**config.mk**
```make
export PLATFORM = sky130hd
export DESIGN_NAME = hmac_sha1_otp_validator_top
export DESIGN_NICKNAME = d
export VERILOG_FILES = /design/src/sv/hotp_pkg.sv /design/src/sv/hotp_div.sv /design/src/sv/hotp_sha1.sv /design/src/sv/hmac_sha1_otp_validator_top.sv
export SDC_FILE = /design/constraint.sdc
export NUM_CORES = 2
export LEC_CHECK = 0
export ABC_CLOCK_PERIOD_IN_PS = 22100
export BUFFER_PORTS_ARGS = -buffer_cell sky130_fd_sc_hd__buf_2
export CAP_MARGIN = 20
export CORE_MARGIN = 1
export CORE_UTILIZATION = 60
export DETAILED_ROUTE_END_ITERATION = 6
export MAX_ROUTING_LAYER = met4
export PLACE_DENSITY = 0.84
export SLEW_MARGIN = 0
export SYNTH_ARGS = -nofsm -noshare
export SYNTH_HDL_FRONTEND = slang
export SYNTH_SLANG_ARGS = --single-unit
export TNS_END_PERCENT = 100
```
**constraint.sdc**
```tcl
create_clock -name clk -period 22.1 [get_ports clk]
set_input_delay 2.21 -clock clk [delete_from_list [all_inputs] [get_ports clk]]
set_output_delay 2.21 -clock clk [all_outputs]
set_load 0.005 [all_outputs]
```
**src/sv/hotp_pkg.sv**
```systemverilog
// Shared types and constants for the one-time password checker.
package hotp_pkg;
	localparam int unsigned CodeModulusDefault = 1000000;
	localparam logic [15:0] TimeStepReset = 16'd30;
	localparam logic [31:0] IpadWord = 32'h36363636;
	localparam logic [31:0] OpadWord = 32'h5c5c5c5c;
	localparam logic [1:0] RegKey0 = 2'd0;
	localparam logic [1:0] RegKey1 = 2'd1;
	localparam logic [1:0] RegKey2 = 2'd2;
	localparam logic [1:0] RegStep = 2'd3;
	localparam logic OpCounter = 1'b0;
	localparam logic OpTime = 1'b1;

	typedef struct packed {
		logic start;
		logic [1:0] blk;
	} cmp_req_t;

	function automatic logic [31:0] rotl(input logic [31:0] x, input int unsigned n);
		rotl = (x << n) | (x >> (32 - n));
	endfunction

	function automatic logic [31:0] round_k(input logic [6:0] t);
		if (t < 7'd20) round_k = 32'h5A827999;
		else if (t < 7'd40) round_k = 32'h6ED9EBA1;
		else if (t < 7'd60) round_k = 32'h8F1BBCDC;
		else round_k = 32'hCA62C1D6;
	endfunction

	function automatic logic [31:0] round_f(input logic [6:0] t, input logic [31:0] b,
			input logic [31:0] c, input logic [31:0] d);
		if (t < 7'd20) round_f = (b & c) | (~b & d);
		else if (t < 7'd40) round_f = b ^ c ^ d;
		else if (t < 7'd60) round_f = (b & c) | (b & d) | (c & d);
		else round_f = b ^ c ^ d;
	endfunction
endpackage

```
**src/sv/hotp_div.sv**
```systemverilog
// Restoring divider, one quotient bit per cycle.
module hotp_div #(
	parameter int NW = 64,
	parameter int DW = 32
) (
	input  logic          clk,
	input  logic          arst_n,
	input  logic          start,
	input  logic [NW-1:0] num,
	input  logic [DW-1:0] den,
	output logic          done,
	output logic [NW-1:0] quo
);
	localparam int CW = $clog2(NW + 1);
	logic [CW-1:0] cnt_q;
	logic busy_q;
	logic [NW-1:0] q_q;
	logic [DW:0] r_q;
	logic [DW-1:0] d_q;
	logic [DW:0] trial;
	logic [DW:0] shifted;

	assign shifted = {r_q[DW-1:0], q_q[NW-1]};
	assign trial = shifted - {1'b0, d_q};

	always_ff @(posedge clk or negedge arst_n) begin
		if (!arst_n) begin
			busy_q <= 1'b0;
			cnt_q <= '0;
			done <= 1'b0;
		end else begin
			done <= 1'b0;
			if (start) begin
				busy_q <= 1'b1;
				cnt_q <= CW'(NW);
			end else if (busy_q) begin
				cnt_q <= cnt_q - 1'b1;
				if (cnt_q == CW'(1)) begin
					busy_q <= 1'b0;
					done <= 1'b1;
				end
			end
		end
	end

	always_ff @(posedge clk) begin
		if (start) begin
			q_q <= num;
			r_q <= '0;
			d_q <= den;
		end else if (busy_q) begin
			if (!trial[DW]) begin
				r_q <= trial;
				q_q <= {q_q[NW-2:0], 1'b1};
			end else begin
				r_q <= shifted;
				q_q <= {q_q[NW-2:0], 1'b0};
			end
		end
	end

	assign quo = q_q;
endmodule

```
**src/sv/hotp_sha1.sv**
```systemverilog
// SHA-1 compression with the schedule held in a synchronous-read memory.
module hotp_sha1 (
	input  logic                  clk,
	input  logic                  arst_n,
	input  hotp_pkg::cmp_req_t    req,
	input  logic [159:0]          chain_in,
	input  logic                  ld_we,
	input  logic [3:0]            ld_addr,
	input  logic [31:0]           ld_data,
	output logic                  done,
	output logic [159:0]          chain_out
);
	logic [31:0] sched_mem [16];
	logic [31:0] rd0, rd1, rd2, rd3;
	logic [6:0] round_count_q;
	logic [1:0] ph_q;
	logic busy_q;
	logic [31:0] a_q, b_q, c_q, d_q, e_q;
	logic [31:0] w;
	logic [3:0] t4;
	logic we;
	logic [3:0] wa;
	logic [31:0] wd;

	// Per round: phase 0 issues four reads, phase 1 register, phase 2 computes.
	assign t4 = round_count_q[3:0];
	assign w = (round_count_q < 7'd16) ? rd3 : hotp_pkg::rotl(rd0 ^ rd1 ^ rd2 ^ rd3, 1);

	always_comb begin
		we = ld_we;
		wa = ld_addr;
		wd = ld_data;
		if (busy_q && ph_q == 2'd2) begin
			we = round_count_q >= 7'd16;
			wa = t4;
			wd = w;
		end
	end

	always_ff @(posedge clk) begin
		if (we) sched_mem[wa] <= wd;
		rd0 <= sched_mem[t4 + 4'd13];
		rd1 <= sched_mem[t4 + 4'd8];
		rd2 <= sched_mem[t4 + 4'd2];
		rd3 <= sched_mem[t4];
	end

	always_ff @(posedge clk or negedge arst_n) begin
		if (!arst_n) begin
			busy_q <= 1'b0;
			ph_q <= '0;
			round_count_q <= '0;
			done <= 1'b0;
		end else begin
			done <= 1'b0;
			if (req.start) begin
				busy_q <= 1'b1;
				ph_q <= '0;
				round_count_q <= '0;
			end else if (busy_q) begin
				if (ph_q == 2'd2) begin
					ph_q <= '0;
					if (round_count_q == 7'd79) begin
						busy_q <= 1'b0;
						round_count_q <= '0;
						done <= 1'b1;
					end else begin
						round_count_q <= round_count_q + 1'b1;
					end
				end else begin
					ph_q <= ph_q + 1'b1;
				end
			end
		end
	end

	always_ff @(posedge clk) begin
		if (req.start) begin
			{a_q, b_q, c_q, d_q, e_q} <= chain_in;
		end else if (busy_q && ph_q == 2'd2) begin
			a_q <= hotp_pkg::rotl(a_q, 5) + hotp_pkg::round_f(round_count_q, b_q, c_q, d_q)
				+ e_q + hotp_pkg::round_k(round_count_q) + w;
			b_q <= a_q;
			c_q <= hotp_pkg::rotl(b_q, 30);
			d_q <= c_q;
			e_q <= d_q;
		end
	end

	assign chain_out = {chain_in[159:128] + a_q, chain_in[127:96] + b_q,
		chain_in[95:64] + c_q, chain_in[63:32] + d_q, chain_in[31:0] + e_q};
endmodule

```
**src/sv/hmac_sha1_otp_validator_top.sv**
```systemverilog
// Top level of the HMAC-SHA1 six-digit one-time password checker.
//  channel | dir | beat contents
//  s_axis  | in  | tdata: moving_value[63:0], candidate_code[83:64]; tuser: opcode
//  m_axis  | out | tdata: computed_code[19:0], code_matches[20]
//  cfg     | in  | cfg_index selects register, cfg_data value
// A counter item runs four compressions, then truncation and reciprocal reduction; a time
// item first runs the bit-serial time-step divide. Each compression loads the 16 schedule
// words, starts, runs 80 rounds that each wait on the registered memory read, and ends
// when the controller sees done.
// Items are taken one at a time; the next beat is taken once the controller is idle. A
// stalled result holds in the output register and stalls only the next result.
// Reset clears the controller; schedule and chain contents are rewritten per item.
module hmac_sha1_otp_validator_top #(
	parameter int unsigned CODE_MODULUS = hotp_pkg::CodeModulusDefault
) (
	input  logic        clk,
	input  logic        arst_n,
	input  logic        s_axis_tvalid,
	output logic        s_axis_tready,
	input  logic [87:0] s_axis_tdata,  // moving_value, candidate_code
	input  logic        s_axis_tuser,  // opcode
	output logic        m_axis_tvalid,
	input  logic        m_axis_tready,
	output logic [23:0] m_axis_tdata,  // computed_code, code_matches
	input  logic        cfg_valid,
	output logic        cfg_ready,
	input  logic [1:0]  cfg_index,
	input  logic [63:0] cfg_data
);
	localparam longint unsigned RECIP_W =
		((64'd1 << 32) + 64'(CODE_MODULUS) - 64'd1) / 64'(CODE_MODULUS);
	localparam logic [31:0] RECIP = 32'(RECIP_W);
	localparam logic [3:0] S_IDLE = 4'd0, S_DIV = 4'd1, S_LOAD = 4'd2, S_CMP = 4'd3,
		S_NEXT = 4'd4, S_TRUNC = 4'd5, S_MOD = 4'd6, S_OUT = 4'd7, S_RED = 4'd8;

	logic [63:0] key0_q, key1_q;
	logic [31:0] key2_q;
	logic [15:0] step_q;
	logic [3:0] st_q;
	logic [1:0] blk_q;
	logic [4:0] li_q;
	logic [63:0] factor_q;
	logic [19:0] cand_q;
	logic [159:0] chain_q, inner_q;
	logic [31:0] bin_q;
	logic [31:0] qe_q;
	logic [32:0] diff_q;
	logic [20:0] out_q;
	logic [63:0] rprod, qmul;
	logic [31:0] code_full;
	logic out_ld;
	hotp_pkg::cmp_req_t req;
	logic ld_we;
	logic [31:0] ld_data;
	logic cmp_done;
	logic [159:0] cmp_out;
	logic div_start, div_done;
	logic [63:0] div_num, div_quo;
	logic [31:0] div_den;
	logic [31:0] pad;
	logic [159:0] iv;
	logic [7:0] mb [20];
	logic [3:0] off;

	assign iv = 160'h67452301EFCDAB8998BADCFE10325476C3D2E1F0;
	assign cfg_ready = 1'b1;
	assign s_axis_tready = (st_q == S_IDLE);
	assign pad = blk_q[1] ? hotp_pkg::OpadWord : hotp_pkg::IpadWord;

	always_ff @(posedge clk or negedge arst_n) begin
		if (!arst_n) begin
			key0_q <= '0;
			key1_q <= '0;
			key2_q <= '0;
			step_q <= hotp_pkg::TimeStepReset;
		end else if (cfg_valid) begin
			case (cfg_index)
				hotp_pkg::RegKey0: key0_q <= cfg_data;
				hotp_pkg::RegKey1: key1_q <= cfg_data;
				hotp_pkg::RegKey2: key2_q <= cfg_data[31:0];
				hotp_pkg::RegStep: step_q <= cfg_data[15:0];
				default: ;
			endcase
		end
	end

	always_comb begin
		ld_data = '0;
		if (!blk_q[0]) begin
			case (li_q[3:0])
				4'd0: ld_data = key0_q[63:32] ^ pad;
				4'd1: ld_data = key0_q[31:0] ^ pad;
				4'd2: ld_data = key1_q[63:32] ^ pad;
				4'd3: ld_data = key1_q[31:0] ^ pad;
				4'd4: ld_data = key2_q ^ pad;
				default: ld_data = pad;
			endcase
		end else if (!blk_q[1]) begin
			case (li_q[3:0])
				4'd0: ld_data = factor_q[63:32];
				4'd1: ld_data = factor_q[31:0];
				4'd2: ld_data = 32'h80000000;
				4'd15: ld_data = 32'd576;
				default: ld_data = '0;
			endcase
		end else begin
			case (li_q[3:0])
				4'd0: ld_data = inner_q[159:128];
				4'd1: ld_data = inner_q[127:96];
				4'd2: ld_data = inner_q[95:64];
				4'd3: ld_data = inner_q[63:32];
				4'd4: ld_data = inner_q[31:0];
				4'd5: ld_data = 32'h80000000;
				4'd15: ld_data = 32'd672;
				default: ld_data = '0;
			endcase
		end
	end

	assign ld_we = (st_q == S_LOAD);
	assign req.start = (st_q == S_CMP);
	assign req.blk = blk_q;

	hotp_sha1 u_sha1 (
		.clk(clk), .arst_n(arst_n), .req(req), .chain_in(chain_q),
		.ld_we(ld_we), .ld_addr(li_q[3:0]), .ld_data(ld_data),
		.done(cmp_done), .chain_out(cmp_out)
	);

	always_comb begin
		for (int i = 0; i < 20; i++) mb[i] = chain_q[159 - 8*i -: 8];
	end
	assign off = mb[19][3:0];

	assign div_start = s_axis_tvalid && s_axis_tready && s_axis_tuser == hotp_pkg::OpTime;
	assign div_num = s_axis_tdata[63:0];
	assign div_den = (step_q == '0) ? 32'd1 : {16'd0, step_q};

	hotp_div #(.NW(64), .DW(32)) u_div (
		.clk(clk), .arst_n(arst_n), .start(div_start), .num(div_num), .den(div_den),
		.done(div_done), .quo(div_quo)
	);

	// quotient estimate from the reciprocal is exact or one too high
	assign rprod = 64'(bin_q) * 64'(RECIP);
	assign qmul = 64'(qe_q) * 64'(CODE_MODULUS);
	assign code_full = diff_q[32] ? diff_q[31:0] + 32'(CODE_MODULUS) : diff_q[31:0];
	assign out_ld = (st_q == S_OUT) && (!m_axis_tvalid || m_axis_tready);

	always_ff @(posedge clk or negedge arst_n) begin
		if (!arst_n) begin
			st_q <= S_IDLE;
			m_axis_tvalid <= 1'b0;
			blk_q <= '0;
			li_q <= '0;
		end else begin
			if (out_ld) m_axis_tvalid <= 1'b1;
			else if (m_axis_tready) m_axis_tvalid <= 1'b0;
			case (st_q)
				S_IDLE: if (s_axis_tvalid && s_axis_tready) begin
					blk_q <= '0;
					li_q <= '0;
					st_q <= (s_axis_tuser == hotp_pkg::OpTime) ? S_DIV : S_LOAD;
				end
				S_DIV: if (div_done) st_q <= S_LOAD;
				S_LOAD: begin
					li_q <= li_q + 1'b1;
					if (li_q == 5'd15) st_q <= S_CMP;
				end
				S_CMP: st_q <= S_NEXT;
				S_NEXT: if (cmp_done) begin
					li_q <= '0;
					blk_q <= blk_q + 1'b1;
					st_q <= (blk_q == 2'd3) ? S_TRUNC : S_LOAD;
				end
				S_TRUNC: st_q <= S_MOD;
				S_MOD: st_q <= S_RED;
				S_RED: st_q <= S_OUT;
				S_OUT: if (out_ld) st_q <= S_IDLE;
				default: st_q <= S_IDLE;
			endcase
		end
	end

	always_ff @(posedge clk) begin
		if (s_axis_tvalid && s_axis_tready) begin
			factor_q <= s_axis_tdata[63:0];
			cand_q <= s_axis_tdata[83:64];
		end
		if (st_q == S_DIV && div_done) factor_q <= div_quo;
		if (st_q == S_LOAD && li_q == 5'd0 && !blk_q[0]) chain_q <= iv;
		if (st_q == S_NEXT && cmp_done) begin
			chain_q <= cmp_out;
			if (blk_q == 2'd1) inner_q <= cmp_out;
		end
		if (st_q == S_TRUNC) bin_q <= {1'b0, mb[off][6:0], mb[5'(off) + 5'd1],
			mb[5'(off) + 5'd2], mb[5'(off) + 5'd3]};
		if (st_q == S_MOD) qe_q <= rprod[63:32];
		if (st_q == S_RED) diff_q <= {1'b0, bin_q} - qmul[32:0];
		if (out_ld) out_q <= {(code_full == {12'd0, cand_q}), code_full[19:0]};
	end

	assign m_axis_tdata = {3'd0, out_q};

`ifndef ASSERT_OFF
	a_no_accept_busy: assert property (@(posedge clk) disable iff (!arst_n)
		(st_q != S_IDLE) |-> !s_axis_tready) else $error("accept while busy");
	a_out_from_done: assert property (@(posedge clk) disable iff (!arst_n)
		$rose(m_axis_tvalid) |-> $past(st_q) == S_OUT) else $error("stray result");
	a_load_range: assert property (@(posedge clk) disable iff (!arst_n)
		(st_q == S_LOAD) |-> !li_q[4]) else $error("load index overrun");
	a_out_hold: assert property (@(posedge clk) disable iff (!arst_n)
		(m_axis_tvalid && !m_axis_tready) |=> (m_axis_tvalid && $stable(m_axis_tdata)))
		else $error("result beat changed while stalled");
`endif
endmodule
```
==> flow_summary.toml <==
[die]
start_util_pct = 60.6
core_um2 = 163000
die_w_um = 408
ioPinCount = 187
dieArea_um2 = 166000
die_h_um = 408
fp-row-count = 148

[finish]
area_growth_pct = 9.53
final_cell_mix = "edfxtp_1, nand2_1, inv_1"
fill_cells = 11000
nets = 8774
drive_gt1_share_pct = 19.6
final_common_cell = "edfxtp_1"

[min_path]
hp-start = "diff_q[5]$_DFFE_PN_"
hold_class = "flip-flop to flip-flop"

[run]
max_cap_viol_count = 0

[clocking]
clock_path_buffers = 3
post_cts_buffers = 0
insertion_delay_ps = 850
numCtsBuffers = 172
cts.clk_slew.worst_paths_ps = 60
cts.sinks = 1621
cts_resized = 0
cts-root-buf = "clkbuf_16"
htreeDepth = 4
ctsHoldBuffers = 0
cts_tree = "yes"

[timing]
hold_viol_final = 0
worst_pin_slew_ps = 1240
max_freq_mhz = 123
holdWs_ps = 476
post-route-period-util_pct = 36.8
slew_viol_final = 0
max_slew_margin_pct = 17.1
grt_setup_unrepaired = "no"
layout_min_cycle_time_ps = 8120
setup_tns_ps = 0
finalSetupViolations = 0
skew_ps = 48.2

[global_route]
grt_start_max_net_pins = 203
grt_pass1_wl_um = 435000
grtUsageTotal_pct = 36.2
antenna_found_initial = 28
grt_overflow = 0
grt_pass1_vias = 69000

[power]
p_leak_nw = 40.3
max-vdd-ir-drop_mv = 0.0880
power.density_nw_per_um2 = 59.4

[synth]
synth.lib_cells_used.distinct = 90
synth_edf_count = 1253
synthFlopType = "edfxtp_1"
async_flop_share_pct = 12.8
syn_avg_cell_area_um2 = 12.8
ys_seq_area_share_pct = 46.6
synthCells = 7744
syn_area_um2 = 98800
synth_warnings = 0
synth-seq-cells = 1621

[critical_path]
worst-path-max-fanout = 58
cp.arrival_ps = 8680
endpoint_kind = "flip-flop"
cp-start-kind = "flip-flop"
critPathLaunch = "u_sha1.round_count_q[2]$_DFFE_PN0P_"
critPathKind = "flip-flop to flip-flop"
rr_startpoint = "u_sha1.round_count_q[2]$_DFFE_PN0P_"
crit_required_ps = 22650

[detailed_routing]
wl_met3_um = 37900
wl_per_cell_um = 28.9
highest_layer = "met4"
vias = 69700
m1WireLength_um = 100000
firstDrtPassIters = 7
drc = 2
drt-initial-drc-count = 10200
wl_met2_um = 136000
postRouteAntennaNets = 0
routed_wl_um = 295000
via_per_inst = 6.84

[place]
portBuffers = 178
gp_routability_congestion = 1.06
dpl.hpwl_um = 202000

[run_status]
status = "finished with violations"
violations = "DRC"
[synthesized netlist by cell type (all sizes together), types with 23 or more instances]
| cell type | number | area (um^2) |
|---|---|---|
| xnor2 | 308 | 2700 |
| nor3 | 61 | 305 |
| a21o | 101 | 758 |
| nand2b | 125 | 782 |
| and2 | 79 | 494 |
| a31oi | 27 | 169 |
| and3 | 32 | 200 |
| a22oi | 135 | 1010 |
| a221oi | 33 | 289 |
| clkbuf | 294 | 1100 |
| o22ai | 23 | 150 |
| fa | 266 | 5330 |
| inv | 632 | 2370 |
| o21a | 43 | 323 |
| dfxtp | 160 | 3200 |
| buf | 95 | 378 |
| mux4 | 626 | 14100 |
| edfxtp | 1253 | 37600 |
| dfrtp | 204 | 5100 |
| nand3 | 82 | 410 |
| nand2 | 842 | 3160 |
| mux2 | 265 | 2980 |
| mux2i | 63 | 631 |
| o21bai | 33 | 248 |
| nor2b | 59 | 369 |
| o221ai | 52 | 455 |
| o21ai | 318 | 1590 |
| o211ai | 38 | 285 |
| ha | 510 | 6380 |
| xor2 | 103 | 902 |
| nor2 | 269 | 1010 |
| a21oi | 340 | 1710 |
[path summary, 6_finish.rpt]
| kind | endpoint | slack (ps) | cells after the start |
|---|---|---|---|
| worst max-delay path | u_sha1.a_q[31]$_DFFE_PP_ | 13980 | 22 |
| worst min-delay path | out_q[5]$_DFFE_PP_ | 480 | 0 |
| worst max register to register | u_sha1.a_q[31]$_DFFE_PP_ | 13980 | 22 |
| worst min register to register | out_q[5]$_DFFE_PP_ | 480 | 0 |
| max in group asynchronous | key1_q[5]$_DFFE_PN0P_ | 18920 | 2 |
| min in group asynchronous | key2_q[28]$_DFFE_PN0P_ | 1430 | 1 |
[stage by stage]
stage	instance area (um^2)	power, mW	std cells	util (%)	setup WS, ps
3_3_place_gp	102000	3.50	9826	62.7	14280
5_1_grt	108000	6.55	10200	66.3	13760
4_1_cts	108000	6.43	10200	66.2	14140
2_1_floorplan	98800	3.47	7746	-	3850
3_5_place_dp	102000	3.51	9828	62.7	14190
6_report	108000	6.43	10200	66.4	13980
[power by group]
group	total [mW]	internal (mW)	switching, mW
sequential	3.35	3.31	0.0360
combinational	0.108	0.0634	0.0446
clock	2.97	1.69	1.28
total	6.43	5.07	1.36
[state kept, by name, summed over array words and instances, names as in the netlist, 33 cells and up]
signal and flops:
u_div.quo 64, u_sha1.sched_mem 512, inner_q 160, factor_q 64
chain_q 160, key0_q 64, key1_q 64, diff_q 33
[final cells by class]
class                           instances  area [um^2]  area share (%)
Tap cell                             2175         2720            2.51
Sequential cell                      1621        46100            42.5
Inverter                              633         2380            2.19
Antenna cell                           29         72.6          0.0670
Multi-Input combinational cell       5103        49300            45.5
Timing Repair Buffer                  307         1990            1.84
Clock buffer                          245         4870            4.50
Clock inverter                         78          908           0.839
[logic make-up after synthesis]
logic type | Yosys count | share of synthesized area [%]
compound gates | 1300 | 8.52
buf+inv | 1022 | 3.90
simple gates | 1658 | 7.59
other cells | 2 | 0.00760
mux | 954 | 17.9
flops | 1621 | 46.6
fa+ha+maj | 776 | 11.8
xor+xnor | 411 | 3.64
[metal layers]
layer / track usage, % / up-vias
met5: - / -
met4: 21.9 / 0
met3: 9.23 / 1142
met2: 54.6 / 5054
met1: 44.1 / 34500
li1: - / 29000
[worst max-delay path: stages, from the launching register on]
cell and delay (ps):
dfrtp_4 810, a41o_1 540, or2_2 360, buf_4 270, nand2_1 160, buf_4 440, o221ai_1 340, fa_1 500
fa_1 490, fa_1 490, inv_1 40, ha_1 210, fa_1 460, a21o_1 200, a21oi_1 250, o21ai_0 160
a211o_1 370, a41o_1 340, o41ai_2 570, o221ai_1 180, a21oi_1 310, xnor2_1 160, o21ai_0 90
(Power assumes the default switching activity.)
